==> src/sv/psch_pkg.sv <==
// shared constants, types and codes of the priority scheduler
package psch_pkg;

   localparam int SLOTS           = 16;
   localparam int PRIORITY_BITS   = 8;
   localparam int BURST_BITS      = 16;
   localparam int ID_BITS         = 8;
   localparam int IN_PRIO_BITS    = 8;
   localparam int IN_BURST_BITS   = 16;
   localparam int TIME_BITS       = 32;
   localparam int SLOT_BITS       = (SLOTS > 1) ? $clog2(SLOTS) : 1;
   localparam int TREE_LEVELS     = SLOT_BITS;
   localparam int TREE_LEAVES     = 1 << SLOT_BITS;
   localparam int SEARCH_CNT_BITS = $clog2(TREE_LEVELS + 1);
   localparam logic [SEARCH_CNT_BITS-1:0] SEARCH_LAST = SEARCH_CNT_BITS'(TREE_LEVELS);

   localparam logic KIND_ARRIVAL = 1'b0;
   localparam logic KIND_TICK    = 1'b1;

   typedef enum logic [1:0] {
      EV_ACCEPT = 2'd0,
      EV_DROP   = 2'd1,
      EV_TICK   = 2'd2,
      EV_FINISH = 2'd3
   } psch_event_type;

   typedef enum logic [2:0] {
      ST_IDLE,
      ST_ARRIVE,
      ST_FINISH,
      ST_SEARCH,
      ST_ADVANCE,
      ST_RESPOND
   } psch_state_type;

   typedef struct packed {
      logic                     valid;
      logic                     run;
      logic [ID_BITS-1:0]       id;
      logic [PRIORITY_BITS-1:0] prio;
      logic [BURST_BITS-1:0]    remaining;
   } psch_entry_type;

   // broadcast to every cell of the table
   typedef struct packed {
      logic                 append;
      logic                 remove;
      logic                 select;
      logic [SLOT_BITS-1:0] select_slot;
      logic                 dec;
   } psch_cmd_type;

endpackage

==> src/sv/psch_req_if.sv <==
// request channel: task arrivals and ticks
interface psch_req_if
   import psch_pkg::*;
   ();
   logic                     valid;
   logic                     ready;
   logic                     kind;
   logic [ID_BITS-1:0]       task_id;
   logic [IN_PRIO_BITS-1:0]  task_priority;
   logic [IN_BURST_BITS-1:0] burst_length;

   modport source (output valid, kind, task_id, task_priority, burst_length, input ready);
   modport sink   (input valid, kind, task_id, task_priority, burst_length, output ready);
endinterface

==> src/sv/psch_rsp_if.sv <==
// response channel: one result beat per request beat
interface psch_rsp_if
   import psch_pkg::*;
   ();
   logic                 valid;
   logic                 ready;
   logic [1:0]           event_res;
   logic [ID_BITS-1:0]   finished_id;
   logic [TIME_BITS-1:0] finish_time;
   logic                 busy_res;
   logic [ID_BITS-1:0]   running_id;
   logic                 table_empty;

   modport source (output valid, event_res, finished_id, finish_time, busy_res, running_id,
                   table_empty, input ready);
   modport sink   (input valid, event_res, finished_id, finish_time, busy_res, running_id,
                   table_empty, output ready);
endinterface

==> src/sv/psch_cell.sv <==
// one slot of the ready table, shifts down from its upper neighbor on removal
module psch_cell
   import psch_pkg::*;
(
   input  logic                 clock,
   input  logic                 reset,
   input  psch_cmd_type         cmd,
   input  logic [SLOT_BITS-1:0] slot_index,
   input  psch_entry_type       item,
   input  logic                 prev_valid,
   input  logic                 remove_in,
   output logic                 remove_out,
   input  psch_entry_type       next_entry,
   output psch_entry_type       entry
);

   psch_entry_type entry_ff;
   psch_entry_type entry_in;

   // removal ripples up from the finishing cell
   assign remove_out = remove_in | (entry_ff.valid & entry_ff.run & (entry_ff.remaining == '0));

   always_comb begin
      entry_in = entry_ff;
      if (cmd.remove && remove_out) begin
         entry_in = next_entry;
      end else if (cmd.append && !entry_ff.valid && prev_valid) begin
         entry_in = item;
      end else if (cmd.select) begin
         entry_in.run = entry_ff.valid && (cmd.select_slot == slot_index);
      end else if (cmd.dec && entry_ff.run && (entry_ff.remaining != '0)) begin
         entry_in.remaining = entry_ff.remaining - 1'b1;
      end
   end

   // only the flags are reset, the payload is don't-care while invalid
   always_ff @(posedge clock) begin
      if (reset) begin
         entry_ff.valid <= 1'b0;
         entry_ff.run   <= 1'b0;
      end else begin
         entry_ff.valid <= entry_in.valid;
         entry_ff.run   <= entry_in.run;
      end
      entry_ff.id        <= entry_in.id;
      entry_ff.prio      <= entry_in.prio;
      entry_ff.remaining <= entry_in.remaining;
   end

   assign entry = entry_ff;

endmodule

==> src/sv/psch_min_tree.sv <==
// registered compare tree: lowest priority value, lowest slot on a tie
module psch_min_tree
   import psch_pkg::*;
(
   input  logic                 clock,
   input  psch_entry_type       entries [SLOTS],
   output logic                 root_found,
   output logic [SLOT_BITS-1:0] root_slot
);

   typedef struct packed {
      logic                     empty;
      logic [PRIORITY_BITS-1:0] prio;
      logic [SLOT_BITS-1:0]     slot;
   } psch_node_type;

   function automatic psch_node_type pick(psch_node_type left, psch_node_type right);
      psch_node_type best;
      best = left;
      if (!right.empty && (left.empty || (right.prio < left.prio))) begin
         best = right;
      end
      return best;
   endfunction

   psch_node_type leaf    [TREE_LEAVES];
   psch_node_type node_ff [1:TREE_LEAVES-1];

   for (genvar g = 0; g < TREE_LEAVES; g++) begin : g_leaf
      if (g < SLOTS) begin : g_used
         assign leaf[g] = '{empty: !entries[g].valid, prio: entries[g].prio,
                            slot: SLOT_BITS'(g)};
      end else begin : g_pad
         assign leaf[g] = '{empty: 1'b1, prio: '0, slot: '0};
      end
   end

   for (genvar k = 1; k < TREE_LEAVES; k++) begin : g_node
      if (2 * k >= TREE_LEAVES) begin : g_bottom
         always_ff @(posedge clock) begin
            node_ff[k] <= pick(leaf[2*k-TREE_LEAVES], leaf[2*k+1-TREE_LEAVES]);
         end
      end else begin : g_inner
         always_ff @(posedge clock) begin
            node_ff[k] <= pick(node_ff[2*k], node_ff[2*k+1]);
         end
      end
   end

   assign root_found = !node_ff[1].empty;
   assign root_slot  = node_ff[1].slot;

endmodule

==> src/sv/nonpreemptive_priority_scheduler.sv <==
// Non-preemptive priority scheduler with a compacted ready table of cells.
//
// req_bus carries one beat per arrival (kind 0: id, priority, burst) or per
// tick (kind 1). rsp_bus returns exactly one beat per request beat, in order.
// The block works on one beat at a time: req_bus.ready is high only while
// the sequencer is idle.
// Steps per beat: an arrival passes ARRIVE and RESPOND; a tick while a task
// keeps running passes FINISH, ADVANCE and RESPOND; any other tick (finish,
// pick or empty table) passes FINISH, SEARCH, ADVANCE and RESPOND. SEARCH
// waits for the registered compare tree, which has one register per level.
// The response beat is registered; it appears in the same cycle as
// req_bus.ready rises again and is held until rsp_bus.ready. A stalled
// receiver leaves it in the output register; one more request beat can
// still be taken and worked, and its result then waits in the response
// state, so nothing further is taken until the register frees.
// Reset (synchronous) empties the table, clears the running task and the
// tick count, and drops any pending response beat.
module nonpreemptive_priority_scheduler_core
   import psch_pkg::*;
(
   input logic        clock,
   input logic        reset,
   psch_req_if.sink   req_bus,
   psch_rsp_if.source rsp_bus
);

   psch_state_type state_ff, state_in;

   logic                       kind_ff;
   psch_entry_type             item_ff;
   psch_event_type             event_ff, event_in;
   logic [ID_BITS-1:0]         fin_id_ff, fin_id_in;
   logic [TIME_BITS-1:0]       fin_time_ff, fin_time_in;
   logic [TIME_BITS-1:0]       tick_ff, tick_in;
   logic [SEARCH_CNT_BITS-1:0] search_cnt_ff, search_cnt_in;

   logic                       rsp_valid_ff;
   psch_event_type             rsp_event_ff;
   logic [ID_BITS-1:0]         rsp_fin_id_ff;
   logic [TIME_BITS-1:0]       rsp_fin_time_ff;
   logic                       rsp_busy_ff;
   logic [ID_BITS-1:0]         rsp_run_id_ff;
   logic                       rsp_empty_ff;

   psch_cmd_type   cmd;
   psch_entry_type entries [SLOTS];
   psch_entry_type uppers  [SLOTS];
   logic [SLOTS:0] remove_chain;
   logic           req_take, rsp_load;
   logic           fin_any, busy_any;
   logic [ID_BITS-1:0] fin_id_mux, run_id_mux;
   logic           root_found;
   logic [SLOT_BITS-1:0] root_slot;

   assign req_take = req_bus.valid && req_bus.ready;
   assign rsp_load = (state_ff == ST_RESPOND) && (!rsp_valid_ff || rsp_bus.ready);

   // ---------------- table cells ----------------
   assign remove_chain[0] = 1'b0;

   for (genvar g = 0; g < SLOTS; g++) begin : g_cell
      if (g == SLOTS - 1) begin : g_top
         assign uppers[g] = '0;
      end else begin : g_mid
         assign uppers[g] = entries[g+1];
      end

      psch_cell u_cell (
         .clock      (clock),
         .reset      (reset),
         .cmd        (cmd),
         .slot_index (SLOT_BITS'(g)),
         .item       (item_ff),
         .prev_valid ((g == 0) ? 1'b1 : entries[(g == 0) ? 0 : g-1].valid),
         .remove_in  (remove_chain[g]),
         .remove_out (remove_chain[g+1]),
         .next_entry (uppers[g]),
         .entry      (entries[g])
      );
   end

   psch_min_tree u_tree (
      .clock      (clock),
      .entries    (entries),
      .root_found (root_found),
      .root_slot  (root_slot)
   );

   // one-hot selects over the cells
   always_comb begin
      fin_any    = 1'b0;
      busy_any   = 1'b0;
      fin_id_mux = '0;
      run_id_mux = '0;
      for (int i = 0; i < SLOTS; i++) begin
         if (entries[i].valid && entries[i].run) begin
            busy_any   = 1'b1;
            run_id_mux = run_id_mux | entries[i].id;
            if (entries[i].remaining == '0) begin
               fin_any    = 1'b1;
               fin_id_mux = fin_id_mux | entries[i].id;
            end
         end
      end
   end

   // ---------------- sequencer ----------------
   always_comb begin
      state_in = state_ff;
      case (state_ff)
         ST_IDLE: begin
            if (req_take) begin
               state_in = (req_bus.kind == KIND_TICK) ? ST_FINISH : ST_ARRIVE;
            end
         end
         ST_ARRIVE:  state_in = ST_RESPOND;
         ST_FINISH:  state_in = (busy_any && !fin_any) ? ST_ADVANCE : ST_SEARCH;
         ST_SEARCH: begin
            if (search_cnt_ff == SEARCH_LAST) begin
               state_in = ST_ADVANCE;
            end
         end
         ST_ADVANCE: state_in = ST_RESPOND;
         ST_RESPOND: begin
            if (rsp_load) begin
               state_in = ST_IDLE;
            end
         end
         default:    state_in = ST_IDLE;
      endcase
   end

   always_comb begin
      cmd           = '0;
      event_in      = event_ff;
      fin_id_in     = fin_id_ff;
      fin_time_in   = fin_time_ff;
      tick_in       = tick_ff;
      search_cnt_in = search_cnt_ff;
      req_bus.ready = 1'b0;
      case (state_ff)
         ST_IDLE: begin
            req_bus.ready = 1'b1;
         end
         ST_ARRIVE: begin
            cmd.append  = !entries[SLOTS-1].valid;
            event_in    = entries[SLOTS-1].valid ? EV_DROP : EV_ACCEPT;
            fin_id_in   = '0;
            fin_time_in = '0;
         end
         ST_FINISH: begin
            cmd.remove    = fin_any;
            event_in      = fin_any ? EV_FINISH : EV_TICK;
            fin_id_in     = fin_id_mux;
            fin_time_in   = fin_any ? tick_ff : '0;
            search_cnt_in = '0;
         end
         ST_SEARCH: begin
            search_cnt_in   = search_cnt_ff + 1'b1;
            cmd.select      = (search_cnt_ff == SEARCH_LAST) && root_found;
            cmd.select_slot = root_slot;
         end
         ST_ADVANCE: begin
            cmd.dec = 1'b1;
            tick_in = tick_ff + 1'b1;
         end
         ST_RESPOND: begin
         end
         default: begin
         end
      endcase
   end

   always_ff @(posedge clock) begin
      if (reset) begin
         state_ff      <= ST_IDLE;
         tick_ff       <= '0;
         search_cnt_ff <= '0;
         rsp_valid_ff  <= 1'b0;
      end else begin
         state_ff      <= state_in;
         tick_ff       <= tick_in;
         search_cnt_ff <= search_cnt_in;
         if (rsp_load) begin
            rsp_valid_ff <= 1'b1;
         end else if (rsp_bus.ready) begin
            rsp_valid_ff <= 1'b0;
         end
      end
   end

   // payload registers
   always_ff @(posedge clock) begin
      event_ff    <= event_in;
      fin_id_ff   <= fin_id_in;
      fin_time_ff <= fin_time_in;
      if (req_take) begin
         kind_ff        <= req_bus.kind;
         item_ff.valid  <= 1'b1;
         item_ff.run    <= 1'b0;
         item_ff.id     <= req_bus.task_id;
         item_ff.prio   <= PRIORITY_BITS'(req_bus.task_priority);
         item_ff.remaining <= BURST_BITS'(req_bus.burst_length);
      end
      if (rsp_load) begin
         rsp_event_ff    <= event_ff;
         rsp_fin_id_ff   <= (kind_ff == KIND_TICK) ? fin_id_ff : '0;
         rsp_fin_time_ff <= fin_time_ff;
         rsp_busy_ff     <= busy_any;
         rsp_run_id_ff   <= run_id_mux;
         rsp_empty_ff    <= !entries[0].valid;
      end
   end

   assign rsp_bus.valid       = rsp_valid_ff;
   assign rsp_bus.event_res   = rsp_event_ff;
   assign rsp_bus.finished_id = rsp_fin_id_ff;
   assign rsp_bus.finish_time = rsp_fin_time_ff;
   assign rsp_bus.busy_res    = rsp_busy_ff;
   assign rsp_bus.running_id  = rsp_run_id_ff;
   assign rsp_bus.table_empty = rsp_empty_ff;

endmodule

==> src/flat_wrapper.sv <==
// flat-port wrapper written by rule: the top's interface ports become plain ports
module nonpreemptive_priority_scheduler_core_flat import psch_pkg::*;
  (clock, reset, req_bus_valid, req_bus_kind, req_bus_task_id, req_bus_task_priority, req_bus_burst_length, req_bus_ready, rsp_bus_valid, rsp_bus_event_res, rsp_bus_finished_id, rsp_bus_finish_time, rsp_bus_busy_res, rsp_bus_running_id, rsp_bus_table_empty, rsp_bus_ready);
  psch_req_if req_bus_i ();
  psch_rsp_if rsp_bus_i ();
  input logic clock;
  input logic reset;
  input wire logic [$bits(req_bus_i.valid)-1:0] req_bus_valid;
  input wire logic [$bits(req_bus_i.kind)-1:0] req_bus_kind;
  input wire logic [$bits(req_bus_i.task_id)-1:0] req_bus_task_id;
  input wire logic [$bits(req_bus_i.task_priority)-1:0] req_bus_task_priority;
  input wire logic [$bits(req_bus_i.burst_length)-1:0] req_bus_burst_length;
  output wire logic [$bits(req_bus_i.ready)-1:0] req_bus_ready;
  output wire logic [$bits(rsp_bus_i.valid)-1:0] rsp_bus_valid;
  output wire logic [$bits(rsp_bus_i.event_res)-1:0] rsp_bus_event_res;
  output wire logic [$bits(rsp_bus_i.finished_id)-1:0] rsp_bus_finished_id;
  output wire logic [$bits(rsp_bus_i.finish_time)-1:0] rsp_bus_finish_time;
  output wire logic [$bits(rsp_bus_i.busy_res)-1:0] rsp_bus_busy_res;
  output wire logic [$bits(rsp_bus_i.running_id)-1:0] rsp_bus_running_id;
  output wire logic [$bits(rsp_bus_i.table_empty)-1:0] rsp_bus_table_empty;
  input wire logic [$bits(rsp_bus_i.ready)-1:0] rsp_bus_ready;
  assign req_bus_i.valid = req_bus_valid;
  assign req_bus_i.kind = req_bus_kind;
  assign req_bus_i.task_id = req_bus_task_id;
  assign req_bus_i.task_priority = req_bus_task_priority;
  assign req_bus_i.burst_length = req_bus_burst_length;
  assign req_bus_ready = req_bus_i.ready;
  assign rsp_bus_valid = rsp_bus_i.valid;
  assign rsp_bus_event_res = rsp_bus_i.event_res;
  assign rsp_bus_finished_id = rsp_bus_i.finished_id;
  assign rsp_bus_finish_time = rsp_bus_i.finish_time;
  assign rsp_bus_busy_res = rsp_bus_i.busy_res;
  assign rsp_bus_running_id = rsp_bus_i.running_id;
  assign rsp_bus_table_empty = rsp_bus_i.table_empty;
  assign rsp_bus_i.ready = rsp_bus_ready;
  nonpreemptive_priority_scheduler_core u_core (.clock(clock), .reset(reset), .req_bus(req_bus_i), .rsp_bus(rsp_bus_i));
endmodule
==> config.mk <==
export PLATFORM = sky130hd
export DESIGN_NAME = nonpreemptive_priority_scheduler_core_flat
export DESIGN_NICKNAME = d
export VERILOG_FILES = /design/src/sv/psch_pkg.sv /design/src/sv/psch_req_if.sv /design/src/sv/psch_rsp_if.sv /design/src/sv/psch_cell.sv /design/src/sv/psch_min_tree.sv /design/src/sv/nonpreemptive_priority_scheduler.sv /design/src/flat_wrapper.sv
export SDC_FILE = /design/constraint.sdc
export NUM_CORES = 2
export LEC_CHECK = 0
export ABC_CLOCK_PERIOD_IN_PS = 5600
export BUFFER_PORTS_ARGS = -buffer_cell sky130_fd_sc_hd__buf_2
export CORE_UTILIZATION = 48
export DETAILED_ROUTE_END_ITERATION = 8
export GPL_TIMING_DRIVEN = 0
export RECOVER_POWER = 100
export SETUP_SLACK_MARGIN = 0.2
export SYNTH_ARGS = -nofsm -noshare
export SYNTH_HDL_FRONTEND = slang
export SYNTH_SLANG_ARGS = --single-unit
==> constraint.sdc <==
create_clock -name clock -period 5.6 [get_ports clock]
set_clock_uncertainty 0.15 [all_clocks]
set_input_delay 0.56 -clock clock [delete_from_list [all_inputs] [get_ports clock]]
set_output_delay 0.56 -clock clock [all_outputs]
set_load 0.005 [all_outputs]
==> results.ini <==
[drt]
highest_layer = met5
wl_per_cell_um = 23.63
routed_wirelength_um = 146500
drt_drc_violations_left = 6
route.met2.wl_um = 66630
drtPass1Iterations = 9
drtIter0Drc = 3904
vias_per_cell = 5.828
met3_routed_wirelength_um = 12730
final_antenna_net_count = 0
met1Wirelength_um = 61050
routed-via-count = 36137

[clock_tree]
clock-root-buffer = clkbuf_16
cts_num_sinks = 863
cts_post_setup_buffers_inserted = 0
clock_input_transition_at_the_sequential_cells_of_the_worst_setup_and_hold_paths_ns = 0.06
cts.path.max_buffers = 3
tritoncts = yes
cts_htree_levels = 3
insertion_delay_ns = 0.69
cts-buffers-inserted = 96

[power_and_ir_drop]
power-per-cell-area_nw_per_um2 = 311.1
power.share.sequential_pct = 49.3
internal-power_uw = 11460
power.net_switching_uw = 4128
comb_power_share_pct = 9.7
switching_share_pct = 26.48
pwr-share-clk_pct = 40.9
irDropWorstVdd_mv = 0.2383
static-leakage-power_uw = 0.01875

[timing]
worst_slew_margin_rel_pct = -35.40
finalWorstPathRequiredPeriod_ns = 5.406
report.final.setup_viol = 0
holdWs_ns = 0.07494
transition_time_at_the_pin_with_the_least_slew_margin_ns = 2.031
setup_tns_ns = 0
top_achievable_clock_speed_mhz = 185.0
post_route_setup_slack_ns = 0.1944
endpoints_failing_hold = 0
rsz0062_at_grt = no
timing.final.max_slew_violations = 183
period_share_pct = 96.53

[outcome]
failing_checks = design-rule violations, max-capacitance violations, max-slew violations
outcome = finished, violations left

[logic_synthesis]
synth.avg_cell_area_um2 = 9.627
synth_sequential_area_ratio_pct = 52.22
netlist-cell-type-count = 81
post_synth_instance_area_um2 = 44720
edff_count_synth = 607
post_synth_inst_count = 4645
synth.top_cells.by_area = edfxtp_1, dfxtp_1, nand2_1
ys_dominant_reg_cell = edfxtp_1
yosysWarningCount = 0
synth-seq-cells = 863
yosys.area.top_type_share_pct = 40.76
synth.largest_area_cell = edfxtp_1
synth_nets = 4808
synth-async-reset-ratio_pct = 0

[worst_setup_path]
worst-path-max-fanout = 10
worstSetupEndpointType = flip-flop
critPathLaunchType = flip-flop
worstSetupPathType = flip-flop to flip-flop
timing.reg2reg.worst_path_depth = 11
signal_arrival_time_at_the_worst_endpoint_ns = 5.81
required_ns = 6.01

[floorplan]
std_cell_core_area_um2 = 91940
top_level_ports = 91
die_w_um = 307.2
num_rows = 111
die_area_um2 = 94380
initial_core_util_pct = 48.64
die_h_um = 307.2

[global_route]
grt.total_usage_pct = 30.66
grt-ovfl-total = 0
grt_start_max_net_pins = 38
first_pass_grt_wire_length_um = 216000
initial_antenna_violation_count = 6
first_global_vias = 34540

[placement]
gp_congestion = 0.9832
dp_hpwl_um = 108900
place_worst_setup_slack_ns = 0.05375
placement.io_buffers = 89

[layout]
fraction_of_layout_cells_with_a_size_suffix_above_1_pct = 7.686
design.final.nets = 5037
fillcell_total = 8459
multi_input_combinational_cell_area_um2 = 19600
flow.area_growth_from_synthesis_pct = 12.07
sequential_cell_area_um2 = 23350

[run]
maxCapViolCount = 10

[worst_hold_path]
hold_path.class = input port to flip-flop
min_path_cells = 3

-- per-stage QoR --
step                instances  cell area (µm²)  power (µW)  util [%]
floorplan                4645            44720        8516         -
CTS                      6200            50410       15680     54.83
detailed placement       5986            46900        9328     51.01
finish                   6201            50110       15590     54.51
global placement         5977            46720        9262     50.81
global route             6200            50110       16060     54.50
-- state kept, by name, indices dropped and copies added, names as in the netlist --
name	flops
u_core.item_ff	32
u_core.search_cnt_ff	3
u_core.rsp_bus.table_empty	1
u_core.rsp_bus.finish_time	32
u_core.kind_ff	1
u_core.rsp_bus.running_id	8
u_core.state_ff	3
u_core.rsp_bus.event_res	2
u_core.fin_id_ff	8
u_core.rsp_bus.finished_id	8
u_core.fin_time_ff	32
u_core.event_ff	2
u_core.rsp_bus.valid	1
u_core.u_tree.node_ff	153
u_core.g_cell.u_cell.entry	544
u_core.rsp_bus.busy_res	1
u_core.tick_ff	32
-- power by group through the flow --
stage               logic, µW  registers, µW  clock network (µW)
detailed placement       1540           7790                   0
finish                   1520           7690                6380
global placement         1450           7810                   0
floorplan                 907           7610                   0
CTS                      1560           7660                6460
global route             1660           7710                6690
-- synthesized netlist by cell type (all sizes together), types with 15 or more instances --
library cell / count
clkbuf: 201
or3: 48
nor2: 255
inv: 149
mux2: 139
o211ai: 23
buf: 78
or4: 33
nand3b: 24
nand3: 86
nand2: 1113
and2: 75
o21ai: 433
or3b: 15
nor3: 80
a221oi: 52
xor2: 96
nand2b: 26
nor3b: 22
ha: 126
and3: 42
a22o: 46
edfxtp: 607
a22oi: 15
a21o: 32
mux2i: 33
a31o: 19
a21oi: 174
xnor2: 110
or2: 17
nor4: 53
nand4: 35
dfxtp: 256
-- path summary, 6_finish.rpt --
check	from	end	slack [ns]
worst max-delay path	u_core.g_cell[13].u_cell.entry[0]	u_core.g_cell[15].u_cell.entry[10]	0.19
worst min-delay path	rsp_bus_ready	u_core.rsp_bus.valid	0.07
worst max register to register	u_core.g_cell[13].u_cell.entry[0]	u_core.g_cell[15].u_cell.entry[10]	0.19
worst min register to register	u_core.fin_time_ff[10]	u_core.rsp_bus.finish_time[10]	0.27
-- placed cells by master (no fill, tap or decap), drive strengths merged, types with 22 or more instances in the layout --
cell type	n
xor2	96
mux2i	33
a21o	32
dlygate4sd3	33
nor4	53
clkbuf	433
nand2b	26
a22o	46
nand3b	24
a221oi	52
a21oi	174
or4	33
and2	75
edfxtp	607
nor2	255
nor3b	22
dfxtp	256
mux2	139
nor3	80
xnor2	110
nand3	86
nand4	35
o21ai	433
and3	42
inv	154
buf	91
ha	126
o211ai	23
or3	48
nand2	1113
-- what timing repair did --
action,CTS,global route
hold buffers,33,0
endpoints found under the hold margin,33,0
setup endpoints to repair,32,47
resized for setup,2,3
-- area by class of cell --
cell class,instances,share of cell area (%)
inverter,149,1.116
sequential,863,46.60
clock inverter,34,0.6541
buffer,279,2.192
multi-input combinational,3354,39.11
tap,1243,3.103
antenna,1,0.004994
timing repair buffer,131,1.545
clock buffer,147,5.678
-- cells by family after synthesis --
logic type / share of synthesized area (%)
AND/OR/NAND/NOR: 19.84
flip-flops: 52.22
multiplexers: 4.239
adder cells (fa/ha/maj): 3.526
AO/OA/AOI/OAI: 12.24
buffers and inverters: 3.903
XOR/XNOR: 4.035
-- layer usage --
metal  vias to the layer above  global-route usage [%]
li1                      16935                       -
met1                     17292                   40.95
met2                      1574                   49.10
met3                       334                   5.795
met4                         2                   12.21
met5                         -                       0
-- critical path: stages (launching register included) --
cell and delay, ns:
edfxtp_1 0.45, inv_1 0.11, ha_1 0.19, or3b_2 0.52, nor4_1 0.76, and3_1 0.26
clkbuf_1 0.66, nor4_1 0.29, a41oi_2 0.73, clkbuf_1 0.71, buf_4 0.34, a21oi_1 0.07
Note: power is estimated with default switching activity, not from simulation.
